$ cat src/rtl/core/tun_pkg.sv
// Shared types and constants for the triangle unit normal block.
package tun_pkg;

  localparam int FIELD_W         = 16;
  localparam int COORD_WIDTH_DEF = 16;
  localparam int NORMAL_FRAC_DEF = 14;

  typedef struct packed {
    logic signed [FIELD_W-1:0] first_x;
    logic signed [FIELD_W-1:0] first_y;
    logic signed [FIELD_W-1:0] first_z;
    logic signed [FIELD_W-1:0] second_x;
    logic signed [FIELD_W-1:0] second_y;
    logic signed [FIELD_W-1:0] second_z;
    logic signed [FIELD_W-1:0] third_x;
    logic signed [FIELD_W-1:0] third_y;
    logic signed [FIELD_W-1:0] third_z;
  } vertex_t;

  typedef struct packed {
    logic signed [FIELD_W-1:0] normal_x;
    logic signed [FIELD_W-1:0] normal_y;
    logic signed [FIELD_W-1:0] normal_z;
    logic                      degenerate;
  } normal_t;

endpackage

$ cat src/rtl/core/tun_div.sv
// Pipelined restoring divider for one normal component, one quotient bit per stage.
module tun_div import tun_pkg::*; #(
  parameter int NUM_W  = 2 * COORD_WIDTH_DEF + 1,
  parameter int ROOT_W = 2 * COORD_WIDTH_DEF + 2,
  parameter int FRAC   = NORMAL_FRAC_DEF
) (
  input  logic                clk,
  input  logic                en,
  input  logic [NUM_W-1:0]    mag,
  input  logic [ROOT_W-1:0]   root,
  output logic [FRAC+1:0]     quo
);

  localparam int QW = FRAC + 2;
  localparam int XW = ROOT_W + QW - 1;

  logic [XW-1:0]     rm [QW];
  logic [QW-1:0]     qt [QW];
  logic [ROOT_W-1:0] rt [QW];

  for (genvar k = 0; k < QW; k++) begin : g_stage
    localparam int B = QW - 1 - k;
    logic [XW-1:0]     x_in;
    logic [QW-1:0]     q_in;
    logic [ROOT_W-1:0] r_in;
    logic [XW-1:0]     dv;
    logic              take;

    if (k == 0) begin : g_first
      assign x_in = XW'(mag) << FRAC;
      assign q_in = '0;
      assign r_in = root;
    end else begin : g_next
      assign x_in = rm[k-1];
      assign q_in = qt[k-1];
      assign r_in = rt[k-1];
    end

    assign dv   = XW'(r_in) << B;
    assign take = (x_in >= dv);

    always_ff @(posedge clk) begin
      if (en) begin
        rm[k] <= take ? (x_in - dv) : x_in;
        qt[k] <= take ? (q_in | (QW'(1) << B)) : q_in;
        rt[k] <= r_in;
      end
    end
  end

  assign quo = qt[QW-1];

endmodule
$ cat config.mk
export PLATFORM = sky130hd
export DESIGN_NAME = tun_div
export DESIGN_NICKNAME = d
export VERILOG_FILES = /design/src/rtl/core/tun_pkg.sv /design/src/rtl/core/tun_div.sv
export SDC_FILE = /design/constraint.sdc
export NUM_CORES = 2
export LEC_CHECK = 0
export BUFFER_PORTS_ARGS = -buffer_cell sky130_fd_sc_hd__buf_4
export CAP_MARGIN = 20
export CELL_PAD_IN_SITES_DETAIL_PLACEMENT = 0
export CELL_PAD_IN_SITES_GLOBAL_PLACEMENT = 1
export CORE_ASPECT_RATIO = 0.5
export CORE_MARGIN = 4
export CORE_UTILIZATION = 45
export DETAILED_ROUTE_END_ITERATION = 7
export HOLD_SLACK_MARGIN = 0.03
export PLACE_DENSITY_LB_ADDON = 0.2
export RECOVER_POWER = 50
export SLEW_MARGIN = 5
export SYNTH_ARGS = -nofsm -noshare
export SYNTH_HDL_FRONTEND = slang
export SYNTH_SLANG_ARGS = --single-unit
$ cat constraint.sdc
create_clock -name clk -period 8.9 [get_ports clk]
set_clock_uncertainty 0.1 [all_clocks]
set_input_delay 1.78 -clock clk [delete_from_list [all_inputs] [get_ports clk]]
set_output_delay 1.78 -clock clk [all_outputs]
set_load 0.1 [all_outputs]
==> flow_summary.ini <==
[yosys]
synthFlopType = edfxtp_1
post_synth_fa_ha_maj_area_fraction_pct = 9.26
syn_area_sq_um = 76300
synth_xor_area_share_pct = 6.27
async_flop_share_pct = 0
synth_simple_gate_area_share_pct = 11.7
ys_warn_count = 0
netlist_instances = 7389
synthTopCellsByArea = edfxtp_1, ha_1, a21oi_1
muxShareOfSynthArea_pct = 1.04
synth_cell_type_count = 104
synth_top_area_share_pct = 49.7
synth_compound_gate_area_share_pct = 17.2
synth_edf_count = 1262
yosysMostFrequentCell = edfxtp_1
ys_seq_elements = 1262
synth_nets = 8014
synth_top_family_by_area = compound AO/OA/AOI/OAI gates
yosys-top-cells-count = edfxtp_1, a21oi_1, inv_1
yosys.area.top_type = edfxtp_1
syn_avg_cell_area_sq_um = 10.3
ys_seq_area_share_pct = 49.7

[cts]
clockBufferDepth = 4
cts_made_buffers = 139
ctsHoldBuffers = 0
clock-root-buffer = clkbuf_16
cts_setup_buffers = 0
cts_tree = yes
clock-sinks = 1262
htree_levels = 4
worstSkewPairLatency_ns = 0.77
path_clk_slew_ns = 0.06
cts.repair.resized = 0

[setup_path]
critPathKind = in2reg
critPathMaxFanout = 162
worstPathCellList = buf_16 > clkbuf_2
worstPathRequired_ns = 9.06
cpPeakStageDelay_ns = 2.69
arrival_ns = 5.29
crit_slowest_cell = clkbuf_2
rr_startpoint = rm[0][118]
reg2reg_depth = 12
crit_family = buffers and inverters
regToRegSetupSlack_ns = 4.36
startpoint_type = input port
timing.rr.end = rm[0][195]
worstSetupEndpointType = flop
critPathBufInv = 2

[power]
p_total_w = 0.0267
power_frac_seq_pct = 36.1
net-switching-power_w = 0.0101
vdd.ir_drop.worst_mv = 0.148
power.share.clock_pct = 20.1
switching_share_pct = 37.7
power.leakage_nw = 33.2
combinationalPowerShare_pct = 43.8
p_int_w = 0.0167
p_per_area_nw_per_um2 = 321

[finish]
num_antenna_cells = 0
ff_latch_area_sq_um = 37900
postLayoutCoreUtil_pct = 49.6
fin_nets = 8019
syn_to_final_growth_pct = 9.05
multiInputGateArea_sq_um = 34800
drive_above_1_share_pct = 5.75
fillers = 15600

[placed_design]
place_congestion = 0.901
port_buffers = 84
hpwl_um = 129000
pre_cts_slack_ns = 3.22

[global_routing]
grt_pass1_vias = 52000
gr-total-overflow = 0
grt_use_total_pct = 18.8
grt_antenna_before_repair = 0
grt_first_pass_wirelength_um = 273000
grt_max_degree = 163

[sta]
finalSetupViolCount = 0
rsz0062_at_grt = no
period_share_pct = 57.6
relSlewSlack_pct = -159
worstMarginPinSlew_ns = 3.89
slew_viol_final = 562
fin_worst_hold_slack_ns = 0.293
hold_violations = 0
fin_ws_ns = 3.77
clock.fmax_mhz = 195
tns_ns = 0
min_period_ns = 5.13

[routing]
ant_nets = 0
routed_wl_um = 169000
vias = 52500
wl_per_cell_um = 17.4
drt_iter0_markers = 3187
dr.pass1.iters = 6
drc = 0
vias_per_cell = 5.38

[floorplanning]
ioPinCount = 85
rows = 106
die_h_um = 299
fp.dieArea_sq_um = 177000
design.core.area_sq_um = 168000
die_w_um = 590
initial_core_util_pct = 45.5

[hold_path]
whs_path_depth = 0
min-delay-start = qt[1][25]
hp-class = reg2reg
min_to = qt[1][41]

[job]
cap_violations = 8

[status]
outcome = complete, but fails checks
failed_checks = capacitance limit, slew limit
[metal layers]
layer / up-vias / track usage, % / wire length [um]
met3: 358 / 2.49 / 5840
li1: 27000 / - / -
met1: 24100 / 24.7 / 78400
met5: - / 0 / 0
met2: 1042 / 31.4 / 77500
met4: 0 / 7.81 / 7710
[layout by cell type, fill, tap and decap left out, types with 18 or more instances in the layout]
cell type and count:
clkbuf_1 49, a21boi_0 18, xnor2_1 310, and4_1 21
clkbuf_4 23, o211ai_1 32, o21ai_0 477, or3_1 44
a21o_1 272, o31ai_1 38, o21a_1 62, xor2_1 236
clkinv_2 24, clkinv_1 29, buf_4 79, nor2_1 524
a21oi_1 742, a221oi_1 20, mux2_2 65, nand3_1 124
edfxtp_1 1262, clkbuf_16 142, a211o_1 18, o21bai_1 92
nand2_1 607, nand4_1 126, nor2b_1 61, nand2b_1 62
o31a_1 18, nor3_1 95, inv_1 687, a211oi_1 67
and3_1 48, ha_1 541, nor4_1 54, and2_1 32
a31oi_1 66
[worst max path at each step]
stage,cells past startpoint,startpoint,to
6_report,2,en,rm[0][44]
5_1_grt,2,en,rt[0][62]
4_1_cts,15,mag[1],rm[0][36]
3_5_place_dp,15,mag[1],rm[0][36]
3_3_place_gp,14,mag[1],rm[0][16]
2_1_floorplan,14,mag[1],rm[0][15]
[cell type report]
type	count	area share [%]
Sequential cell	1262	45.5
Multi-Input combinational cell	5170	41.8
Clock buffer	172	4.40
Tap cell	2268	3.41
Inverter	693	3.13
Timing Repair Buffer	128	1.15
Clock inverter	65	0.555
[cells by family (layout without fill, tap and decap cells)]
kind of cell             after synthesis  in the layout
adder cells (fa/ha/maj)              556            556
AO/OA/AOI/OAI                       2105           2105
buffers and inverters                957           1058
flip-flops                          1262           1262
XOR/XNOR                             546            546
multiplexers                          71             71
AND/OR/NAND/NOR                     1892           1892
[per-stage QoR]
step / cells / area (sq um)
2_1_floorplan: 7389 / 76300
3_3_place_gp: 9518 / 79100
3_5_place_dp: 9520 / 79200
4_1_cts: 9757 / 83300
5_1_grt: 9758 / 83200
6_report: 9758 / 83200
[flip-flops by register name (all words and copies together) (netlist names)]
| name | count |
|---|---|
| rt | 510 |
| qt | 136 |
| rm | 616 |
[power groups by stage]
stage | combinational [W] | sequential (W) | clock, W
2_1_floorplan | 0.00907 | 0.00935 | 0
3_3_place_gp | 0.0116 | 0.00976 | 0
3_5_place_dp | 0.0116 | 0.00975 | 0
4_1_cts | 0.0117 | 0.00963 | 0.00555
5_1_grt | 0.0131 | 0.00981 | 0.00583
6_report | 0.0117 | 0.00965 | 0.00537
Power figures use the tool's default switching activity.
