### config.mk
export PLATFORM = sky130hd
export DESIGN_NAME = tun_cross
export DESIGN_NICKNAME = d
export VERILOG_FILES = /design/src/rtl/core/tun_pkg.sv /design/src/rtl/core/tun_cross.sv
export SDC_FILE = /design/constraint.sdc
export NUM_CORES = 2
export LEC_CHECK = 0
export BUFFER_PORTS_ARGS = -buffer_cell sky130_fd_sc_hd__buf_2
export CORE_ASPECT_RATIO = 0.6
export CORE_MARGIN = 10
export CORE_UTILIZATION = 57
export DETAILED_ROUTE_END_ITERATION = 16
export PLACE_DENSITY = 0.77
export SYNTH_ARGS = -nofsm -noshare
export SYNTH_HDL_FRONTEND = slang
export SYNTH_SLANG_ARGS = --single-unit
### constraint.sdc
create_clock -name clk -period 6.9 [get_ports clk]
set_clock_uncertainty 0.1 [all_clocks]
set_input_delay 1.035 -clock clk [delete_from_list [all_inputs] [get_ports clk]]
set_output_delay 1.035 -clock clk [all_outputs]
set_load 0.01 [all_outputs]
### src/rtl/core/tun_pkg.sv
// Shared types and constants for the triangle unit normal block.
package tun_pkg;

  localparam int FIELD_W         = 16;
  localparam int COORD_WIDTH_DEF = 16;
  localparam int NORMAL_FRAC_DEF = 14;

  typedef struct packed {
    logic signed [FIELD_W-1:0] first_x;
    logic signed [FIELD_W-1:0] first_y;
    logic signed [FIELD_W-1:0] first_z;
    logic signed [FIELD_W-1:0] second_x;
    logic signed [FIELD_W-1:0] second_y;
    logic signed [FIELD_W-1:0] second_z;
    logic signed [FIELD_W-1:0] third_x;
    logic signed [FIELD_W-1:0] third_y;
    logic signed [FIELD_W-1:0] third_z;
  } vertex_t;

  typedef struct packed {
    logic signed [FIELD_W-1:0] normal_x;
    logic signed [FIELD_W-1:0] normal_y;
    logic signed [FIELD_W-1:0] normal_z;
    logic                      degenerate;
  } normal_t;

endpackage

### src/rtl/core/tun_cross.sv
// One cross product lane: component, its magnitude and sign, and its square.
module tun_cross import tun_pkg::*; #(
  parameter int COORD_WIDTH = COORD_WIDTH_DEF
) (
  input  logic                         clk,
  input  logic                         en,
  input  logic signed [COORD_WIDTH:0]  a,
  input  logic signed [COORD_WIDTH:0]  b,
  input  logic signed [COORD_WIDTH:0]  c,
  input  logic signed [COORD_WIDTH:0]  d,
  output logic [2*COORD_WIDTH:0]       mag,
  output logic                         neg,
  output logic [4*COORD_WIDTH+1:0]     sq
);

  localparam int DW = COORD_WIDTH + 1;
  localparam int PW = 2 * DW;
  localparam int TW = PW + 1;
  localparam int MW = 2 * COORD_WIDTH + 1;
  localparam int HW = (MW + 1) / 2;
  localparam int LW = MW - HW;
  localparam int SW = 2 * MW;

  logic signed [PW-1:0] p;
  logic signed [PW-1:0] q;
  logic signed [TW-1:0] t;
  logic [TW-1:0]        ta;
  logic [MW-1:0]        m2;
  logic                 neg2;
  logic [MW-1:0]        m3;
  logic                 neg3;
  logic [2*HW-1:0]      hh;
  logic [HW+LW-1:0]     hl;
  logic [2*LW-1:0]      ll;

  assign t  = TW'(p) - TW'(q);
  assign ta = t[TW-1] ? (~t + 1'b1) : t;

  always_ff @(posedge clk) begin
    if (en) begin
      p    <= a * b;
      q    <= c * d;
      m2   <= ta[MW-1:0];
      neg2 <= t[TW-1];
      hh   <= m2[MW-1:LW] * m2[MW-1:LW];
      hl   <= m2[MW-1:LW] * m2[LW-1:0];
      ll   <= m2[LW-1:0] * m2[LW-1:0];
      m3   <= m2;
      neg3 <= neg2;
      sq   <= (SW'(hh) << (2 * LW)) + (SW'(hl) << (LW + 1)) + SW'(ll);
      mag  <= m3;
      neg  <= neg3;
    end
  end

endmodule

==> results_dict.tcl <==
set metrics [dict create \
    synth_xor_area_frac 0.0405 \
    arrival_ns 7.28 \
    netlist_area_um2 59500 \
    synth-compound-area-share 0.0580 \
    grt_pass1_vias 45700 \
    synth_adder_area_share 0.504 \
    fp.dieArea_um2 118000 \
    startpoint_type "flop" \
    wl_met1_um 62200 \
    cts_tree "built" \
    synth_top_area_frac 0.389 \
    dp_hpwl_um 120000 \
    muxShareOfSynthArea 0.000547 \
    areaGrowthSynthToFinish_pct 13.6 \
    cp_slowest_stage_delay_ns 0.54 \
    drt_iter0_drc 3158 \
    slew_viol_final 0 \
    endpoint_kind "flop" \
    ys_ff_latch 329 \
    reg2reg_depth 29 \
    rsz0062_at_grt "true" \
    violations "setup timing" \
    crit_top_cell "inv_2" \
    synth-seq-area-share 0.166 \
    grt_pass1_wl_um 238000 \
    clock.fmax_mhz 142 \
    via_per_inst 5.38 \
    diodes 0 \
    setup_slack_ns -0.149 \
    whs_ns 0.313 \
    io_buffers 168 \
    finalSetupViolCount 5 \
    die_width_um 437 \
    worstPathRequired_ns 7.13 \
    grt_use_total 0.246 \
    maxCapViolations 0 \
    postCtsHoldBufs 0 \
    ant_nets 0 \
    synth_cell_types 77 \
    yosysTopAreaCell "fa_1" \
    die_h_um 270 \
    worstReg2RegEnd "hh[31]$_DFFE_PP_" \
    drive_gt1_frac 0.141 \
    drt-total-wl_um 145000 \
    whs_endpoint "mag[5]$_DFFE_PP_" \
    start_util 0.577 \
    wl_met3_um 13000 \
    ctsRootBufferMaster "clkbuf_16" \
    wl_met2_um 66900 \
    gp_congestion 0.943 \
    clockBufferDepth 3 \
    routed.top_layer "met4" \
    hp-start "m3[5]$_DFFE_PP_" \
    wl_per_cell_um 18.3 \
    rows 91 \
    path_max_fanout 9 \
    netlist_instances 5994 \
    finalCritPeriodShare 1.02 \
    min_delay_path_depth 0 \
    h-tree-depth 2 \
    hold_viol 0 \
    cts_buffers 37 \
    fp.coreArea_um2 103000 \
    avgSynthCellArea_um2 9.93 \
    overflow 0 \
    relSlewSlack 0.266 \
    fin_nets 8290 \
    firstDrtPassIters 5 \
    grt_max_degree 152 \
    synth_edf_count 329 \
    synthArstFlopShare 0 \
    synth_most_common_cell "inv_1" \
    r2r_start "m2[23]$_DFFE_PP_" \
    path_clk_slew_ns 0.07 \
    num_io_pins 170 \
    route.detailed.drc 0 \
    critPathKind "reg2reg" \
    synth_warnings 0 \
    synth_top_family_by_area "adder cells" \
    clock_latency_ns 0.58 \
    clkSinkCount 329 \
    synth_ff_type "edfxtp_1" \
    tns_ns -0.432 \
    layout_min_cycle_time_ns 7.05 \
    synth_area_leaders "fa_1 39%, edfxtp_1 17%, ha_1 12%, inv_1 8.8%, and2_1 5.4%" \
    status "finished with violations" \
    synthTopCellsByCount "1393 x inv_1, 1156 x fa_1, 640 x nand2_1, 548 x ha_1, 512 x and2_1" \
    antenna_found_initial 0 \
    cp_slowest_cell "fa_1" \
    worst_pin_slew_ns 1.09 \
    vias 42700 \
    min_path_type "reg2reg" \
    r2r_setup_slack_ns -0.15 \
    yosys.area_share.simple 0.131 \
]
-- state kept, by name, indices dropped and copies added (netlist names), 32 cells and up --
| register | cells |
|---|---|
| sq | 64 |
| q | 34 |
| m2 | 33 |
| hh | 32 |
| m3 | 33 |
| mag | 33 |
| hl | 33 |
| p | 34 |
-- cells in the final DEF, fill, tap and decap left out, types with 9 or more instances in the layout --
cell	n
inv_1	1362
fa_1	1142
nand2_1	628
ha_1	530
and2_1	500
buf_4	460
edfxtp_1	329
xnor2_1	210
nor2_1	165
buf_2	165
a21oi_1	132
a21o_1	93
o21ai_0	85
xor2_1	60
clkbuf_16	40
nand2b_1	37
nor3_1	37
nor2b_1	35
nand3_1	34
inv_2	30
o21a_1	29
buf_6	29
and3_1	26
o21bai_1	20
a21oi_2	17
a31oi_1	16
ha_4	16
fa_2	14
buf_12	14
nand4_1	13
or2_2	13
or3_1	13
and2_4	12
a211oi_1	10
o31ai_1	10
o21ai_2	9
nand2_2	9
-- metrics by stage --
step / setup slack (ns) / cell area [um^2] / utilization / instances
floorplan: -0.122 / 59700 / - / 5996
CTS: -0.0533 / 66700 / 0.646 / 7915
finish: -0.149 / 67600 / 0.655 / 7939
detailed placement: -0.604 / 65000 / 0.630 / 7822
global placement: -0.401 / 65000 / 0.630 / 7822
global route: -0.382 / 67600 / 0.655 / 7939
-- per-layer routing --
layer,GRT usage,up-vias
li1,-,19400
met5,0,-
met2,0.393,1696
met3,0.0483,226
met1,0.350,21500
met4,0.0464,0
-- repair_timing --
action,CTS,global route
endpoints found under the setup margin,14,28
pin swaps,23,107
setup buffers,25,37
resized for setup,47,188
gates cloned,1,1
-- cell type report --
cell class / count / area, um^2
inverter: 1393 / 5230
sequential: 329 / 9880
clock inverter: 26 / 269
clock buffer: 41 / 983
timing repair buffer: 674 / 4980
multi-input combinational: 4081 / 44500
tap: 1395 / 1750
fill: 7910 / 35600
-- cell families (layout without fill, tap and decap cells) --
logic type,Yosys count,count (layout)
fa+ha+maj,1704,1704
buf+inv,1586,2134
simple gates,1570,1570
compound gates,527,527
flops,329,329
xor+xnor,274,274
mux,3,3
other cells,1,3
-- worst max-delay path, delay by kind of cell (launching register included) --
kind,cells,cell delay (ns)
fa+ha+maj,7,3.08
compound gates,8,1.78
buf+inv,10,0.87
flops,1,0.45
simple gates,3,0.42
xor+xnor,1,0.10
-- how the worst max path moves through the flow --
| stage | startpoint | end | slack (ns) | cells past startpoint |
|---|---|---|---|---|
| 6_report | m2[23]$_DFFE_PP_ | hh[31]$_DFFE_PP_ | -0.15 | 29 |
| 5_1_grt | m2[25]$_DFFE_PP_ | hh[31]$_DFFE_PP_ | -0.38 | 30 |
| 4_1_cts | m2[4]$_DFFE_PP_ | hl[32]$_DFFE_PP_ | -0.05 | 28 |
| 3_5_place_dp | m2[23]$_DFFE_PP_ | hh[31]$_DFFE_PP_ | -0.60 | 28 |
| 3_3_place_gp | c[8] | q[32]$_DFFE_PP_ | -0.40 | 24 |
| 2_1_floorplan | d[5] | q[32]$_DFFE_PP_ | -0.12 | 24 |
Power is not shown: default switching activity piles up to over one toggle a cycle in this logic, so the estimate is an artifact.
